==> src/rtl/core/rar_pkg.sv <==
package rar_pkg;

    // stream widths
    localparam int S_TDATA_W = 128;
    localparam int S_TUSER_W = 4;
    localparam int M_TDATA_W = 96;
    localparam int M_TUSER_W = 4;
    localparam int ID_W      = 32;
    localparam int KIND_W    = 3;
    localparam int MT_W      = 2;

    // defaults
    localparam int          WINDOW_DEF      = 16;
    localparam logic [31:0] TIMEOUT_DEF     = 32'd10000;

    // result kinds
    localparam logic [KIND_W-1:0] K_CSTART  = 3'd0;
    localparam logic [KIND_W-1:0] K_CDATA   = 3'd1;
    localparam logic [KIND_W-1:0] K_CEND    = 3'd2;
    localparam logic [KIND_W-1:0] K_TIMEOUT = 3'd3;
    localparam logic [KIND_W-1:0] K_BEYOND  = 3'd4;

    // packet message types
    localparam logic [MT_W-1:0] MT_START = 2'd0;
    localparam logic [MT_W-1:0] MT_DATA  = 2'd1;
    localparam logic [MT_W-1:0] MT_END   = 2'd2;

endpackage

==> src/rtl/core/reorder_ack_receiver_unit.sv <==
// selective-repeat receiver: turns packet and tick requests into confirmations
// slave channel: one request per event; s_tuser says whether it is a tick or a
//   packet (plus the format-check flag and message type), s_tdata carries the
//   header words and the payload handle
// master channel: one or more result requests per event, m_tlast on the final
//   one; events that cause nothing (ignored packets, quiet ticks) give nothing
// cfg_we/cfg_wdata write the idle-tick timeout; the user must write it only while
//   the block is idle; the block itself does not enforce this
// sequence: a request is taken in S_IDLE and evaluated in S_EVAL, where ignored
//   and result-less packets end; a tick passes S_TICK and S_TCMP (increment and
//   compare both use the shared 32-bit add/subtract unit); in-order data passes
//   S_ADV, then S_RD and S_ADV per released buffered successor, as each release
//   reads the slot memory's registered port and steps the expected id in the adder
// s_tready is high only while the sequencer is idle; a finished result waits in
//   the output register, so the next request is taken while it is pending
// a stalled master side holds the sequencer in any state that has a result to
//   present, with m_tdata/m_tuser/m_tlast held stable
// reset (aresetn low, synchronous) returns to waiting for a start packet,
//   clears all slot-full flags and the id counters; timeout reloads 10000
module reorder_ack_receiver_unit #(
    parameter int WINDOW = rar_pkg::WINDOW_DEF
) (
    input  logic                          aclk,
    input  logic                          aresetn,
    input  logic                          cfg_we,
    input  logic [31:0]                   cfg_wdata,
    input  logic                          s_tvalid,
    output logic                          s_tready,
    // conn_tag, seq_id, src_addr, payload_in
    input  logic [rar_pkg::S_TDATA_W-1:0] s_tdata,
    // cmd, pkt_valid, msg_type[1:0]
    input  logic [rar_pkg::S_TUSER_W-1:0] s_tuser,
    output logic                          m_tvalid,
    input  logic                          m_tready,
    // ack_id, ack_conn, payload_out
    output logic [rar_pkg::M_TDATA_W-1:0] m_tdata,
    // kind[2:0], deliver
    output logic [rar_pkg::M_TUSER_W-1:0] m_tuser,
    output logic                          m_tlast
);

    localparam int IDX_W = $clog2(WINDOW);
    localparam int CNT_W = $clog2(WINDOW + 1);
    localparam logic [IDX_W:0]   WIN_S   = (IDX_W + 1)'(WINDOW);
    localparam logic [IDX_W-1:0] SLOT_MAX = IDX_W'(WINDOW - 1);
    localparam logic [CNT_W-1:0] WIN_C   = CNT_W'(WINDOW);
    localparam logic [31:0]      WIN_ID  = 32'(WINDOW);

    // sequencer states
    localparam logic [2:0] S_IDLE = 3'd0;
    localparam logic [2:0] S_EVAL = 3'd1;
    localparam logic [2:0] S_TICK = 3'd2;
    localparam logic [2:0] S_TCMP = 3'd3;
    localparam logic [2:0] S_ADV  = 3'd4;
    localparam logic [2:0] S_RD   = 3'd5;

    // transfer phases
    localparam logic [1:0] PH_WAIT_START = 2'd0;
    localparam logic [1:0] PH_WAIT_DATA  = 2'd1;
    localparam logic [1:0] PH_DONE       = 2'd2;
    localparam logic [1:0] PH_FAILED     = 2'd3;

    logic [2:0]        state_reg, state_next;
    logic [1:0]        phase_reg, phase_next;
    logic [31:0]       peer_conn_reg, peer_conn_next;
    logic [31:0]       peer_addr_reg, peer_addr_next;
    logic [31:0]       ne_reg, ne_next;
    logic [IDX_W-1:0]  ne_slot_reg, ne_slot_next;
    logic [31:0]       idle_reg, idle_next;
    logic [31:0]       timeout_reg, timeout_next;
    logic [WINDOW-1:0] slot_full_reg, slot_full_next;
    logic [CNT_W-1:0]  cnt_reg, cnt_next;
    logic              from_mem_reg, from_mem_next;

    // latched request
    logic              cmd_reg, vld_reg;
    logic [1:0]        mt_reg;
    logic [31:0]       tag_reg, seq_reg, src_reg, pay_reg;

    // output register
    logic              m_valid_reg, m_valid_next;
    logic [2:0]        kind_reg, kind_next;
    logic [31:0]       ack_id_reg, ack_id_next;
    logic [31:0]       ack_conn_reg, ack_conn_next;
    logic              deliver_reg, deliver_next;
    logic [31:0]       payload_reg, payload_next;
    logic              last_reg, last_next;

    // slot memory
    logic [31:0]       slot_mem [WINDOW];
    logic [31:0]       rd_data_reg;
    logic              mem_we;
    logic [IDX_W-1:0]  mem_waddr;

    // shared add/subtract unit
    logic [31:0]       alu_a, alu_b;
    logic              alu_sub;
    logic [32:0]       alu_sum;
    logic [31:0]       alu_res;
    logic              alu_carry, alu_zero;

    logic              out_free, in_acc, hdr_match, more;
    logic [IDX_W:0]    wsum;
    logic [IDX_W-1:0]  wslot, nxt_slot;

    assign s_tready = (state_reg == S_IDLE);
    assign in_acc   = s_tvalid && s_tready;
    assign out_free = !m_valid_reg || m_tready;

    // operand selection per sequencer step
    always_comb begin
        alu_a   = seq_reg;
        alu_b   = ne_reg;
        alu_sub = 1'b1;
        case (state_reg)
            S_TICK: begin
                alu_a   = idle_reg;
                alu_b   = 32'd1;
                alu_sub = 1'b0;
            end
            S_TCMP: begin
                alu_a   = idle_reg;
                alu_b   = timeout_reg;
                alu_sub = 1'b1;
            end
            S_ADV: begin
                alu_a   = ne_reg;
                alu_b   = 32'd1;
                alu_sub = 1'b0;
            end
            default: ;
        endcase
    end

    assign alu_sum   = {1'b0, alu_a} + {1'b0, alu_b ^ {32{alu_sub}}} + {32'd0, alu_sub};
    assign alu_res   = alu_sum[31:0];
    assign alu_carry = alu_sum[32];
    assign alu_zero  = (alu_res == 32'd0);

    assign hdr_match = (tag_reg == peer_conn_reg) && (src_reg == peer_addr_reg);

    // slot of an id ahead of the expected one: expected slot plus distance, wrapped
    assign wsum  = {1'b0, ne_slot_reg} + {1'b0, alu_res[IDX_W-1:0]};
    assign wslot = (wsum >= WIN_S) ? IDX_W'(wsum - WIN_S) : wsum[IDX_W-1:0];

    // slot of the id after the expected one; a wrap of the id restarts at slot 0
    assign nxt_slot = (alu_carry || ne_slot_reg == SLOT_MAX) ? '0
                                                            : ne_slot_reg + IDX_W'(1);

    assign more = slot_full_reg[nxt_slot] && ((cnt_reg + CNT_W'(1)) < WIN_C);

    always_comb begin
        state_next     = state_reg;
        phase_next     = phase_reg;
        peer_conn_next = peer_conn_reg;
        peer_addr_next = peer_addr_reg;
        ne_next        = ne_reg;
        ne_slot_next   = ne_slot_reg;
        idle_next      = idle_reg;
        timeout_next   = cfg_we ? cfg_wdata : timeout_reg;
        slot_full_next = slot_full_reg;
        cnt_next       = cnt_reg;
        from_mem_next  = from_mem_reg;
        m_valid_next   = m_valid_reg && !m_tready;
        kind_next      = kind_reg;
        ack_id_next    = ack_id_reg;
        ack_conn_next  = ack_conn_reg;
        deliver_next   = deliver_reg;
        payload_next   = payload_reg;
        last_next      = last_reg;
        mem_we         = 1'b0;
        mem_waddr      = wslot;

        case (state_reg)
            S_IDLE: begin
                if (in_acc) begin
                    state_next = S_EVAL;
                end
            end

            S_EVAL: begin
                if (out_free) begin
                    state_next    = S_IDLE;
                    // single-result defaults, loaded even when no result follows
                    ack_id_next   = seq_reg;
                    ack_conn_next = peer_conn_reg;
                    deliver_next  = 1'b0;
                    payload_next  = 32'd0;
                    last_next     = 1'b1;
                    if (phase_reg == PH_DONE || phase_reg == PH_FAILED) begin
                        state_next = S_IDLE;
                    end else if (cmd_reg) begin
                        state_next = S_TICK;
                    end else if (!vld_reg) begin
                        state_next = S_IDLE;
                    end else if (phase_reg == PH_WAIT_START) begin
                        if (mt_reg == rar_pkg::MT_START) begin
                            peer_conn_next = tag_reg;
                            peer_addr_next = src_reg;
                            idle_next      = 32'd0;
                            phase_next     = PH_WAIT_DATA;
                            m_valid_next   = 1'b1;
                            kind_next      = rar_pkg::K_CSTART;
                            ack_conn_next  = tag_reg;
                        end
                    end else if (hdr_match) begin
                        case (mt_reg)
                            rar_pkg::MT_START: begin
                                m_valid_next = 1'b1;
                                kind_next    = rar_pkg::K_CSTART;
                            end
                            rar_pkg::MT_DATA: begin
                                if (!alu_carry) begin
                                    // older id: confirm again
                                    m_valid_next = 1'b1;
                                    kind_next    = rar_pkg::K_CDATA;
                                end else if (alu_zero) begin
                                    state_next    = S_ADV;
                                    from_mem_next = 1'b0;
                                    cnt_next      = '0;
                                end else if (alu_res < WIN_ID) begin
                                    if (!slot_full_reg[wslot]) begin
                                        slot_full_next[wslot] = 1'b1;
                                        mem_we                = 1'b1;
                                        idle_next             = 32'd0;
                                    end
                                    m_valid_next = 1'b1;
                                    kind_next    = rar_pkg::K_CDATA;
                                end else begin
                                    m_valid_next = 1'b1;
                                    kind_next    = rar_pkg::K_BEYOND;
                                end
                            end
                            rar_pkg::MT_END: begin
                                if (alu_carry && alu_zero) begin
                                    idle_next    = 32'd0;
                                    phase_next   = PH_DONE;
                                    m_valid_next = 1'b1;
                                    kind_next    = rar_pkg::K_CEND;
                                end
                            end
                            default: ;
                        endcase
                    end
                end
            end

            S_TICK: begin
                // saturating increment: carry out means it was already at max
                idle_next  = alu_carry ? idle_reg : alu_res;
                state_next = S_TCMP;
            end

            S_TCMP: begin
                if (alu_carry) begin
                    if (out_free) begin
                        phase_next    = PH_FAILED;
                        m_valid_next  = 1'b1;
                        kind_next     = rar_pkg::K_TIMEOUT;
                        ack_id_next   = 32'd0;
                        ack_conn_next = peer_conn_reg;
                        deliver_next  = 1'b0;
                        payload_next  = 32'd0;
                        last_next     = 1'b1;
                        state_next    = S_IDLE;
                    end
                end else begin
                    state_next = S_IDLE;
                end
            end

            S_ADV: begin
                if (out_free) begin
                    m_valid_next  = 1'b1;
                    kind_next     = rar_pkg::K_CDATA;
                    ack_id_next   = ne_reg;
                    ack_conn_next = peer_conn_reg;
                    deliver_next  = 1'b1;
                    payload_next  = from_mem_reg ? rd_data_reg : pay_reg;
                    last_next     = !more;
                    ne_next       = alu_res;
                    ne_slot_next  = nxt_slot;
                    idle_next     = 32'd0;
                    cnt_next      = cnt_reg + CNT_W'(1);
                    from_mem_next = 1'b1;
                    if (from_mem_reg) begin
                        slot_full_next[ne_slot_reg] = 1'b0;
                    end
                    state_next = more ? S_RD : S_IDLE;
                end
            end

            S_RD: begin
                // memory read of the new expected slot lands in rd_data_reg
                state_next = S_ADV;
            end

            default: begin
                state_next = S_IDLE;
            end
        endcase
    end

    always_ff @(posedge aclk) begin
        if (!aresetn) begin
            state_reg     <= S_IDLE;
            phase_reg     <= PH_WAIT_START;
            peer_conn_reg <= 32'd0;
            peer_addr_reg <= 32'd0;
            ne_reg        <= 32'd0;
            ne_slot_reg   <= '0;
            idle_reg      <= 32'd0;
            timeout_reg   <= rar_pkg::TIMEOUT_DEF;
            slot_full_reg <= '0;
            cnt_reg       <= '0;
            from_mem_reg  <= 1'b0;
            m_valid_reg   <= 1'b0;
        end else begin
            state_reg     <= state_next;
            phase_reg     <= phase_next;
            peer_conn_reg <= peer_conn_next;
            peer_addr_reg <= peer_addr_next;
            ne_reg        <= ne_next;
            ne_slot_reg   <= ne_slot_next;
            idle_reg      <= idle_next;
            timeout_reg   <= timeout_next;
            slot_full_reg <= slot_full_next;
            cnt_reg       <= cnt_next;
            from_mem_reg  <= from_mem_next;
            m_valid_reg   <= m_valid_next;
        end
    end

    // payload registers, no reset
    always_ff @(posedge aclk) begin
        if (in_acc) begin
            cmd_reg <= s_tuser[0];
            vld_reg <= s_tuser[1];
            mt_reg  <= s_tuser[3:2];
            tag_reg <= s_tdata[31:0];
            seq_reg <= s_tdata[63:32];
            src_reg <= s_tdata[95:64];
            pay_reg <= s_tdata[127:96];
        end
        kind_reg     <= kind_next;
        ack_id_reg   <= ack_id_next;
        ack_conn_reg <= ack_conn_next;
        deliver_reg  <= deliver_next;
        payload_reg  <= payload_next;
        last_reg     <= last_next;
    end

    always_ff @(posedge aclk) begin
        if (mem_we) begin
            slot_mem[mem_waddr] <= pay_reg;
        end
        rd_data_reg <= slot_mem[ne_slot_reg];
    end

    assign m_tvalid = m_valid_reg;
    assign m_tdata  = {payload_reg, ack_conn_reg, ack_id_reg};
    assign m_tuser  = {deliver_reg, kind_reg};
    assign m_tlast  = last_reg;

endmodule

==> config.mk <==
export PLATFORM = sky130hd
export DESIGN_NAME = reorder_ack_receiver_unit
export DESIGN_NICKNAME = d
export VERILOG_FILES = /design/src/rtl/core/rar_pkg.sv /design/src/rtl/core/reorder_ack_receiver_unit.sv
export SDC_FILE = /design/constraint.sdc
export NUM_CORES = 1
export LEC_CHECK = 0
export BUFFER_PORTS_ARGS = -buffer_cell sky130_fd_sc_hd__buf_2
export CAP_MARGIN = 20
export CORE_ASPECT_RATIO = 1.4
export CORE_MARGIN = 1
export CORE_UTILIZATION = 25
export CTS_CLUSTER_SIZE = 20
export DETAILED_ROUTE_END_ITERATION = 16
export GPL_TIMING_DRIVEN = 1
export SLEW_MARGIN = 20
export SYNTH_ARGS = -nofsm -noshare
export SYNTH_HDL_FRONTEND = slang
export SYNTH_SLANG_ARGS = --single-unit
==> constraint.sdc <==
create_clock -name aclk -period 6.9 [get_ports aclk]
set_input_delay 0.345 -clock aclk [delete_from_list [all_inputs] [get_ports aclk]]
set_output_delay 0.345 -clock aclk [all_outputs]
set_load 0.01 [all_outputs]
# Word-level counts from Yosys, hierarchy flattened
# Memory sizes are Yosys's and may differ from the RTL's. A register that Yosys moved wholly into a read port is not among the register bits.
# Cells that the tools add are included.
# W data, S select, Z words.
# totals
ff_bits	425
in_bits	169
mem_count	1
mem_bits_rw	512
out_inout_bits	103
wordCells	285
# op_classes
magnitude_cmp	8
n_addsub	6
reduce_logical	35
eq_ne	43
n_bitwise	6
muxes	161
# mem_list
memory	words	width	read_ports	rd_clocked_by_memory_dff	write_ports	line	rtl
slot_mem	16	32	1	1	1	reorder_ack_receiver_unit.sv:90	logic [31:0] slot_mem [WINDOW];
# op_table
cell	n
$mux W32	29
$pmux W32 S3	4
$mux W16	13
$pmux W32 S2	3
$mux W3	28
$eq A32 B32 Y1	2
$mux W5	10
$mux W1	46
$add A32 B32 Y33	1
$add A33 B1 Y33	1
$logic_not A32 Y1	1
$lt A32 B5 Y1 const B	1
$ne A2 B2 Y1 const B	16
$pmux W16 S2	1
$xor A32 B32 Y32	1
$mux W2	11
$reduce_and A11 Y1	2
$ne A4 B4 Y1 const B	5
$pmux W3 S3	2
$pmux W3 S6	1
$and A16 B16 Y16	1
$not A16 Y16	1
$or A16 B16 Y16	1
$lt A4 B5 Y1 const B	3
41 further kinds	75

# Longest topological paths before layout
# depth
word_depth	26
depth_mapped	21
ltp_nobuf	15

# Least setup slack after synthesis
# No wires, ideal clock.
# synth_path
kind	flip-flop to flip-flop
start	reg state_reg[1]
end	reg ack_conn_reg[0], enable pin
setup_ns	0.421
required_ns	6.479
path_buffers	6
synth_period_minus_slack_ns	5.671
t_arrival_ns	5.250
path_stages_with_launch	19
slack_ns	1.229
path_cell_list	dfxtp_1 -> buf_6 -> clkbuf_1 -> buf_1 -> clkbuf_1 -> mux2i_1 -> o21ai_0 -> ha_1 -> buf_2 -> o211ai_1 -> o211ai_1 -> nand3_1 -> a211oi_2 -> o311a_1 -> nor2_1 -> clkbuf_1 -> a21oi_1 -> nor2_1 -> nor2_1
# synth_via
elab_chain_cells	8
elab_cells_between_ends	16
classes_between	add/sub: 2; eq/ne: 6; mux: 3; bitwise: 1; reduce/logical: 4
# synth_lines
element	line	rtl
start, declared	reorder_ack_receiver_unit.sv:63	logic [2:0] state_reg, state_next;
start signal, assigned	reorder_ack_receiver_unit.sv:319	state_reg <= state_next;
$eq A3 B3 Y1 or $eq A3 B2 Y1 (tied branches)	reorder_ack_receiver_unit.sv:115, reorder_ack_receiver_unit.sv:174	
$reduce_or A2 Y1 (no source line)	-	
$pmux W32 S2 or $mux W1 (tied branches)	reorder_ack_receiver_unit.sv:115	case (state_reg)
$xor A32 B32 Y32	reorder_ack_receiver_unit.sv:135	assign alu_sum = {1'b0, alu_a} + {1'b0, alu_b ^ {32{alu_sub}}} + {32'd0, alu_sub};
$add A32 B32 Y33	reorder_ack_receiver_unit.sv:135	
$add A33 B1 Y33	reorder_ack_receiver_unit.sv:135	
$ne A2 B2 Y1 (no source line)	-	
$reduce_and A3 Y1 (no source line) *	-	
end signal, assigned	reorder_ack_receiver_unit.sv:347	ack_conn_reg <= ack_conn_next;
end, declared	reorder_ack_receiver_unit.sv:84	logic [31:0] ack_conn_reg, ack_conn_next;
# Mark *: on every way between the ends. The rest lies on a longest branch, timed or not.
# A chain may end at the register's enable or synchronous reset.

# Worst setup path in the final report
# layout_path
start	reg state_reg[1]
end	reg idle_reg[14]
# layout_via
elab_chain_cells	13
elab_cells_between_ends	39
classes_between	add/sub: 4; order compare: 2; eq/ne: 18; mux: 8; bitwise: 1; reduce/logical: 6
# layout_lines
element	line	rtl
$eq A3 B3 Y1 or $eq A3 B2 Y1 (tied branches)	reorder_ack_receiver_unit.sv:115, reorder_ack_receiver_unit.sv:174	
$reduce_or A2 Y1 (no source line)	-	
$pmux W32 S2 or $mux W1 (tied branches)	reorder_ack_receiver_unit.sv:115	
$xor A32 B32 Y32	reorder_ack_receiver_unit.sv:135	
$add A32 B32 Y33	reorder_ack_receiver_unit.sv:135	
$add A33 B1 Y33	reorder_ack_receiver_unit.sv:135	
$add A4 B4 Y5	reorder_ack_receiver_unit.sv:143	assign wsum = {1'b0, ne_slot_reg} + {1'b0, alu_res[IDX_W-1:0]};
$sub A4 B1 Y4 or $ge A5 B5 Y1 (tied branches)	reorder_ack_receiver_unit.sv:144	assign wslot = (wsum >= WIN_S) ? IDX_W'(wsum - WIN_S) : wsum[IDX_W-1:0];
$mux W4	reorder_ack_receiver_unit.sv:144	
$bmux W1 S4	reorder_ack_receiver_unit.sv:222	if (!slot_full_reg[wslot]) begin
$mux W1 (not written as such)	reorder_ack_receiver_unit.sv:222	
$ne A4 B4 Y1 (no source line)	-	
$reduce_and A15 Y1 (no source line)	-	
end signal, assigned	reorder_ack_receiver_unit.sv:325	idle_reg <= idle_next;
end, declared	reorder_ack_receiver_unit.sv:69	logic [31:0] idle_reg, idle_next;
# Several ways; a longest one is shown, not always the timed one. The select of a mux whose other input is x is not followed.

==> flow_summary.html <==
<table>
<tr><th>Metric</th><th>Value</th></tr>
<tr><th colspan="2">Outcome</th></tr>
<tr><td>Status</td><td>finished, final reports clean</td></tr>
<tr><th colspan="2">Synth</th></tr>
<tr><td>Share of flip-flops with an asynchronous set or reset</td><td>0%</td></tr>
<tr><td>Synth cell types</td><td>87</td></tr>
<tr><td>Synthesized netlist net count</td><td>3020</td></tr>
<tr><td>Share of synthesized area occupied by flip-flops and latches</td><td>65.4%</td></tr>
<tr><td>Synthesized area</td><td>0.0411 mm^2</td></tr>
<tr><td>Yosys Warn Count</td><td>0</td></tr>
<tr><td>Flip-flop cell with the highest count after synthesis</td><td>sky130_fd_sc_hd__edfxtp_1</td></tr>
<tr><td>Flip-flop and latch count after synthesis</td><td>969</td></tr>
<tr><td>Number of instances in the synthesized netlist</td><td>2806</td></tr>
<tr><td>Post-synth EDFFs</td><td>745</td></tr>
<tr><td>Avg Inst Size Synth</td><td>14.6 um^2</td></tr>
<tr><th colspan="2">STA</th></tr>
<tr><td>Min setup slack post-route</td><td>0.723 ns</td></tr>
<tr><td>Crit share post-route</td><td>89.5%</td></tr>
<tr><td>Pins Over Slew Limit</td><td>0</td></tr>
<tr><td>RSZ-0062 raised after global routing</td><td>no</td></tr>
<tr><td>Number of setup violations in the final report</td><td>0</td></tr>
<tr><td>Hold WS</td><td>0.0757 ns</td></tr>
<tr><td>Worst Max-Slew Pin Slew</td><td>1.10 ns</td></tr>
<tr><td>Final critical path time including I/O delays and setup</td><td>6.18 ns</td></tr>
<tr><td>Fmax</td><td>162 MHz</td></tr>
<tr><td>Setup TNS</td><td>0 ns</td></tr>
<tr><td>Fin. Hold Viols</td><td>0</td></tr>
<tr><td>Relative slew slack</td><td>26.7%</td></tr>
<tr><td>Final clock skew</td><td>0.0791 ns</td></tr>
<tr><th colspan="2">Clock network</th></tr>
<tr><td>CTS root buf</td><td>sky130_fd_sc_hd__clkbuf_16</td></tr>
<tr><td>Clk pin slew, worst setup/hold paths</td><td>0.06 ns</td></tr>
<tr><td>CTS tree</td><td>yes</td></tr>
<tr><td>Clock net sink count</td><td>969</td></tr>
<tr><td>CTS max path bufs</td><td>3</td></tr>
<tr><td>Number of CTS-inserted buffers</td><td>100</td></tr>
<tr><td>Buffer count from post-CTS setup fixing</td><td>0</td></tr>
<tr><td>Clock Latency Late Sink</td><td>0.74 ns</td></tr>
<tr><td>Number of H-tree levels</td><td>3</td></tr>
<tr><th colspan="2">Routing</th></tr>
<tr><td>Topmost layer with routed signal wires</td><td>met5</td></tr>
<tr><td>Detailed Routing Iterations Pass 1</td><td>5</td></tr>
<tr><td>Routed wire length per instance</td><td>21.0 um</td></tr>
<tr><td>Routed vias/inst</td><td>4.68</td></tr>
<tr><td>Antenna Violating Nets Remaining</td><td>0</td></tr>
<tr><td>Met2 routed WL</td><td>52.6 mm</td></tr>
<tr><td>DRC</td><td>0</td></tr>
<tr><td>Detailed-routed wire length on met3</td><td>6.86 mm</td></tr>
<tr><td>Detailed router's first-iteration violation count</td><td>2067</td></tr>
<tr><td>Total via count after detailed routing</td><td>25424</td></tr>
<tr><td>Total Routed Length</td><td>114 mm</td></tr>
<tr><td>Met1 WL</td><td>51.9 mm</td></tr>
<tr><th colspan="2">Worst setup path</th></tr>
<tr><td>Highest net fanout along the worst path</td><td>37</td></tr>
<tr><td>Arr. time, crit path</td><td>6.82 ns</td></tr>
<tr><td>Startpoint type of the worst setup path</td><td>flip-flop</td></tr>
<tr><td>Worst R2R Setup Slack</td><td>0.72 ns</td></tr>
<tr><td>FF-to-FF End</td><td>idle_reg[14]</td></tr>
<tr><td>Required time at the endpoint of the critical path</td><td>7.55 ns</td></tr>
<tr><td>R2r worst-path depth</td><td>16</td></tr>
<tr><td>Setup CP Type</td><td>reg2reg</td></tr>
<tr><td>Sort of element at the end of the critical path</td><td>flip-flop</td></tr>
<tr><td>Worst flop-to-flop path startpoint</td><td>state_reg[1]</td></tr>
<tr><td>Startpoint of the most critical setup path</td><td>state_reg[1]</td></tr>
<tr><th colspan="2">Die</th></tr>
<tr><td>Chip Width</td><td>345 um</td></tr>
<tr><td>Overall die area</td><td>0.166 mm^2</td></tr>
<tr><td>Standard-cell row count</td><td>175</td></tr>
<tr><td>Effective utilization at floorplan</td><td>25.2%</td></tr>
<tr><td>Y dimension of the die</td><td>482 um</td></tr>
<tr><td>Placeable Area</td><td>0.163 mm^2</td></tr>
<tr><td>I/O pins</td><td>272</td></tr>
<tr><th colspan="2">Global route</th></tr>
<tr><td>Via count of the first global-routing pass</td><td>25293</td></tr>
<tr><td>Largest net degree at the start of global routing</td><td>97</td></tr>
<tr><td>Antenna violations before repair</td><td>5</td></tr>
<tr><td>Overflow left after global routing</td><td>0</td></tr>
<tr><td>Overall global routing resource usage</td><td>13.4%</td></tr>
<tr><td>Wire length of the first global-routing pass</td><td>167 mm</td></tr>
<tr><th colspan="2">Power</th></tr>
<tr><td>Clk pwr share</td><td>42.4%</td></tr>
<tr><td>Switching pwr</td><td>3190 uW</td></tr>
<tr><td>Combinational Power Share</td><td>7.9%</td></tr>
<tr><td>Internal power of the cells</td><td>9980 uW</td></tr>
<tr><td>Leak</td><td>0.0169 uW</td></tr>
<tr><td>Power density relative to cell area</td><td>263 mW/mm^2</td></tr>
<tr><td>Peak supply drop</td><td>0.254 mV</td></tr>
<tr><td>Fraction of power spent switching nets</td><td>24.2%</td></tr>
<tr><td>Sequential Power Share</td><td>49.8%</td></tr>
<tr><th colspan="2">Placement</th></tr>
<tr><td>GP Congestion</td><td>0.910</td></tr>
<tr><td>Total instance count after detailed placement</td><td>5073</td></tr>
<tr><td>Worst slack after detailed placement</td><td>0.891 ns</td></tr>
<tr><td>Detailed-placement wirelength estimate</td><td>74.6 mm</td></tr>
<tr><td>Port Buffer Count</td><td>271</td></tr>
<tr><th colspan="2">Cells and area</th></tr>
<tr><td>Number of standard cells in the layout, taps in and fillers out</td><td>5431</td></tr>
<tr><td>Register name with the most flops</td><td>slot_mem</td></tr>
<tr><td>Flip-flop count of the largest register, all copies and words added</td><td>512</td></tr>
<tr><td>Final antenna diode count</td><td>0</td></tr>
<tr><td>Layout Nets</td><td>3434</td></tr>
<tr><td>Area delta synth-&gt;final</td><td>22.1%</td></tr>
<tr><td>Share of cells above drive strength 1</td><td>22.0%</td></tr>
<tr><th colspan="2">Min path</th></tr>
<tr><td>Number of stages on the worst hold path</td><td>5</td></tr>
<tr><td>Hold Crit Class</td><td>in2reg</td></tr>
<tr><td>Endpoint with the worst hold slack</td><td>state_reg[2]</td></tr>
<tr><td>Start point of the worst min-delay path</td><td>s_tvalid</td></tr>
<tr><th colspan="2">Job</th></tr>
<tr><td>Max-cap violation count</td><td>0</td></tr>
</table>
-- repair_timing --
action                    in CTS  in global routing
hold buffers                 168                  0
hold endpoints to repair     164                  0
resized for setup              0                  0
-- layer usage --
| layer | vias to the layer above | GRT usage (%) |
|---|---|---|
| li1 | 11596 | - |
| met1 | 12862 | 18.8 |
| met2 | 827 | 21.2 |
| met3 | 137 | 2.15 |
| met4 | 2 | 4.04 |
| met5 | - | 0 |
-- logic make-up after synthesis --
family / Yosys count / synth area share (%)
AOI/OAI and AO/OA: 466 / 8.05
adders and majority gates: 45 / 1.41
DFF: 969 / 65.4
and+or+nand+nor: 687 / 7.88
xor gates and xnor gates: 87 / 1.89
muxes: 332 / 13.2
buffers and inverters: 220 / 2.18
-- cells in the mapped netlist, drive strengths merged (42+ instances only) --
library cell    n  share of area (%)
edfxtp        745                 54
nand2         327                3.0
dfxtp         224                 11
mux4          164                9.0
mux2i         136                3.3
clkbuf        132                1.2
a21boi        111                2.0
nor2           94               0.86
xnor2          78                1.7
o21ai          75               0.93
a21oi          68               0.85
nand3          52               0.65
nor2b          47               0.72
buf            46               0.58
ha             43                1.3
inv            42               0.38
-- area by class of cell --
class                   count  area (um^2)
fillers                 16071       113000
clock inverters            64          768
clock buffers             125         2660
well taps                2124         2660
inverters                  42          158
repair buffers            490         3660
multi-input cells        1617        13400
flip-flops and latches    969        26900
-- worst max-delay path by stage --
| stage | to | slack (ns) |
|---|---|---|
| final | idle_reg[14] | 0.72 |
| after global routing | idle_reg[13] | 0.41 |
| after CTS | idle_reg[14] | 0.84 |
| after detailed placement | idle_reg[18] | 0.89 |
| after global placement | idle_reg[6] | 1.01 |
| after floorplan | ack_conn_reg[0] | 1.23 |
-- critical path, cell delays in order (launching register included) --
cell	delay, ns
sky130_fd_sc_hd__dfxtp_4	0.60
sky130_fd_sc_hd__nor2b_1	0.35
sky130_fd_sc_hd__or2_2	0.68
sky130_fd_sc_hd__o22ai_1	0.25
sky130_fd_sc_hd__ha_1	0.51
sky130_fd_sc_hd__o211ai_1	0.19
sky130_fd_sc_hd__o211ai_1	0.30
sky130_fd_sc_hd__nand3_1	0.16
sky130_fd_sc_hd__a211oi_2	0.50
sky130_fd_sc_hd__nor4_1	0.11
sky130_fd_sc_hd__a311oi_1	0.67
sky130_fd_sc_hd__nor4_1	0.19
sky130_fd_sc_hd__and3_1	0.25
sky130_fd_sc_hd__buf_4	0.23
sky130_fd_sc_hd__o211ai_4	0.20
sky130_fd_sc_hd__buf_4	0.53
sky130_fd_sc_hd__mux2i_1	0.27
-- cells in the final DEF, fill, tap and decap left out, drive strengths merged, types with 20 or more instances in the layout --
cell type and n:
a211oi 20, a21boi 111, a21oi 68, a22o 35, buf 322, clkbuf 125
clkinv 37, dfxtp 224, dlygate4sd3 168, edfxtp 745, ha 43, inv 52
mux2 32, mux2i 136, mux4 164, nand2 327, nand3 52, nand4 35
nor2 94, nor2b 47, o211ai 32, o21ai 75, o22ai 35, or3 26
xnor2 78
-- metrics by stage --
step                cell area (um^2)  power, uW  utilization [%]
finish                         50100      13200             30.8
global placement               45000       7630             27.7
detailed placement             45000       7630             27.7
global route                   50100      13600             30.8
CTS                            50100      13300             30.8
floorplan                      41100       7230                -
-- power groups by stage --
stage	Combinational [uW]	Clock, uW	Sequential [uW]
after CTS	1030	5750	6560
after global placement	948	0	6680
after global routing	1120	5960	6570
final	1040	5580	6560
after detailed placement	953	0	6680
after floorplan	597	0	6630
Note: power is estimated with default switching activity, not from simulation.
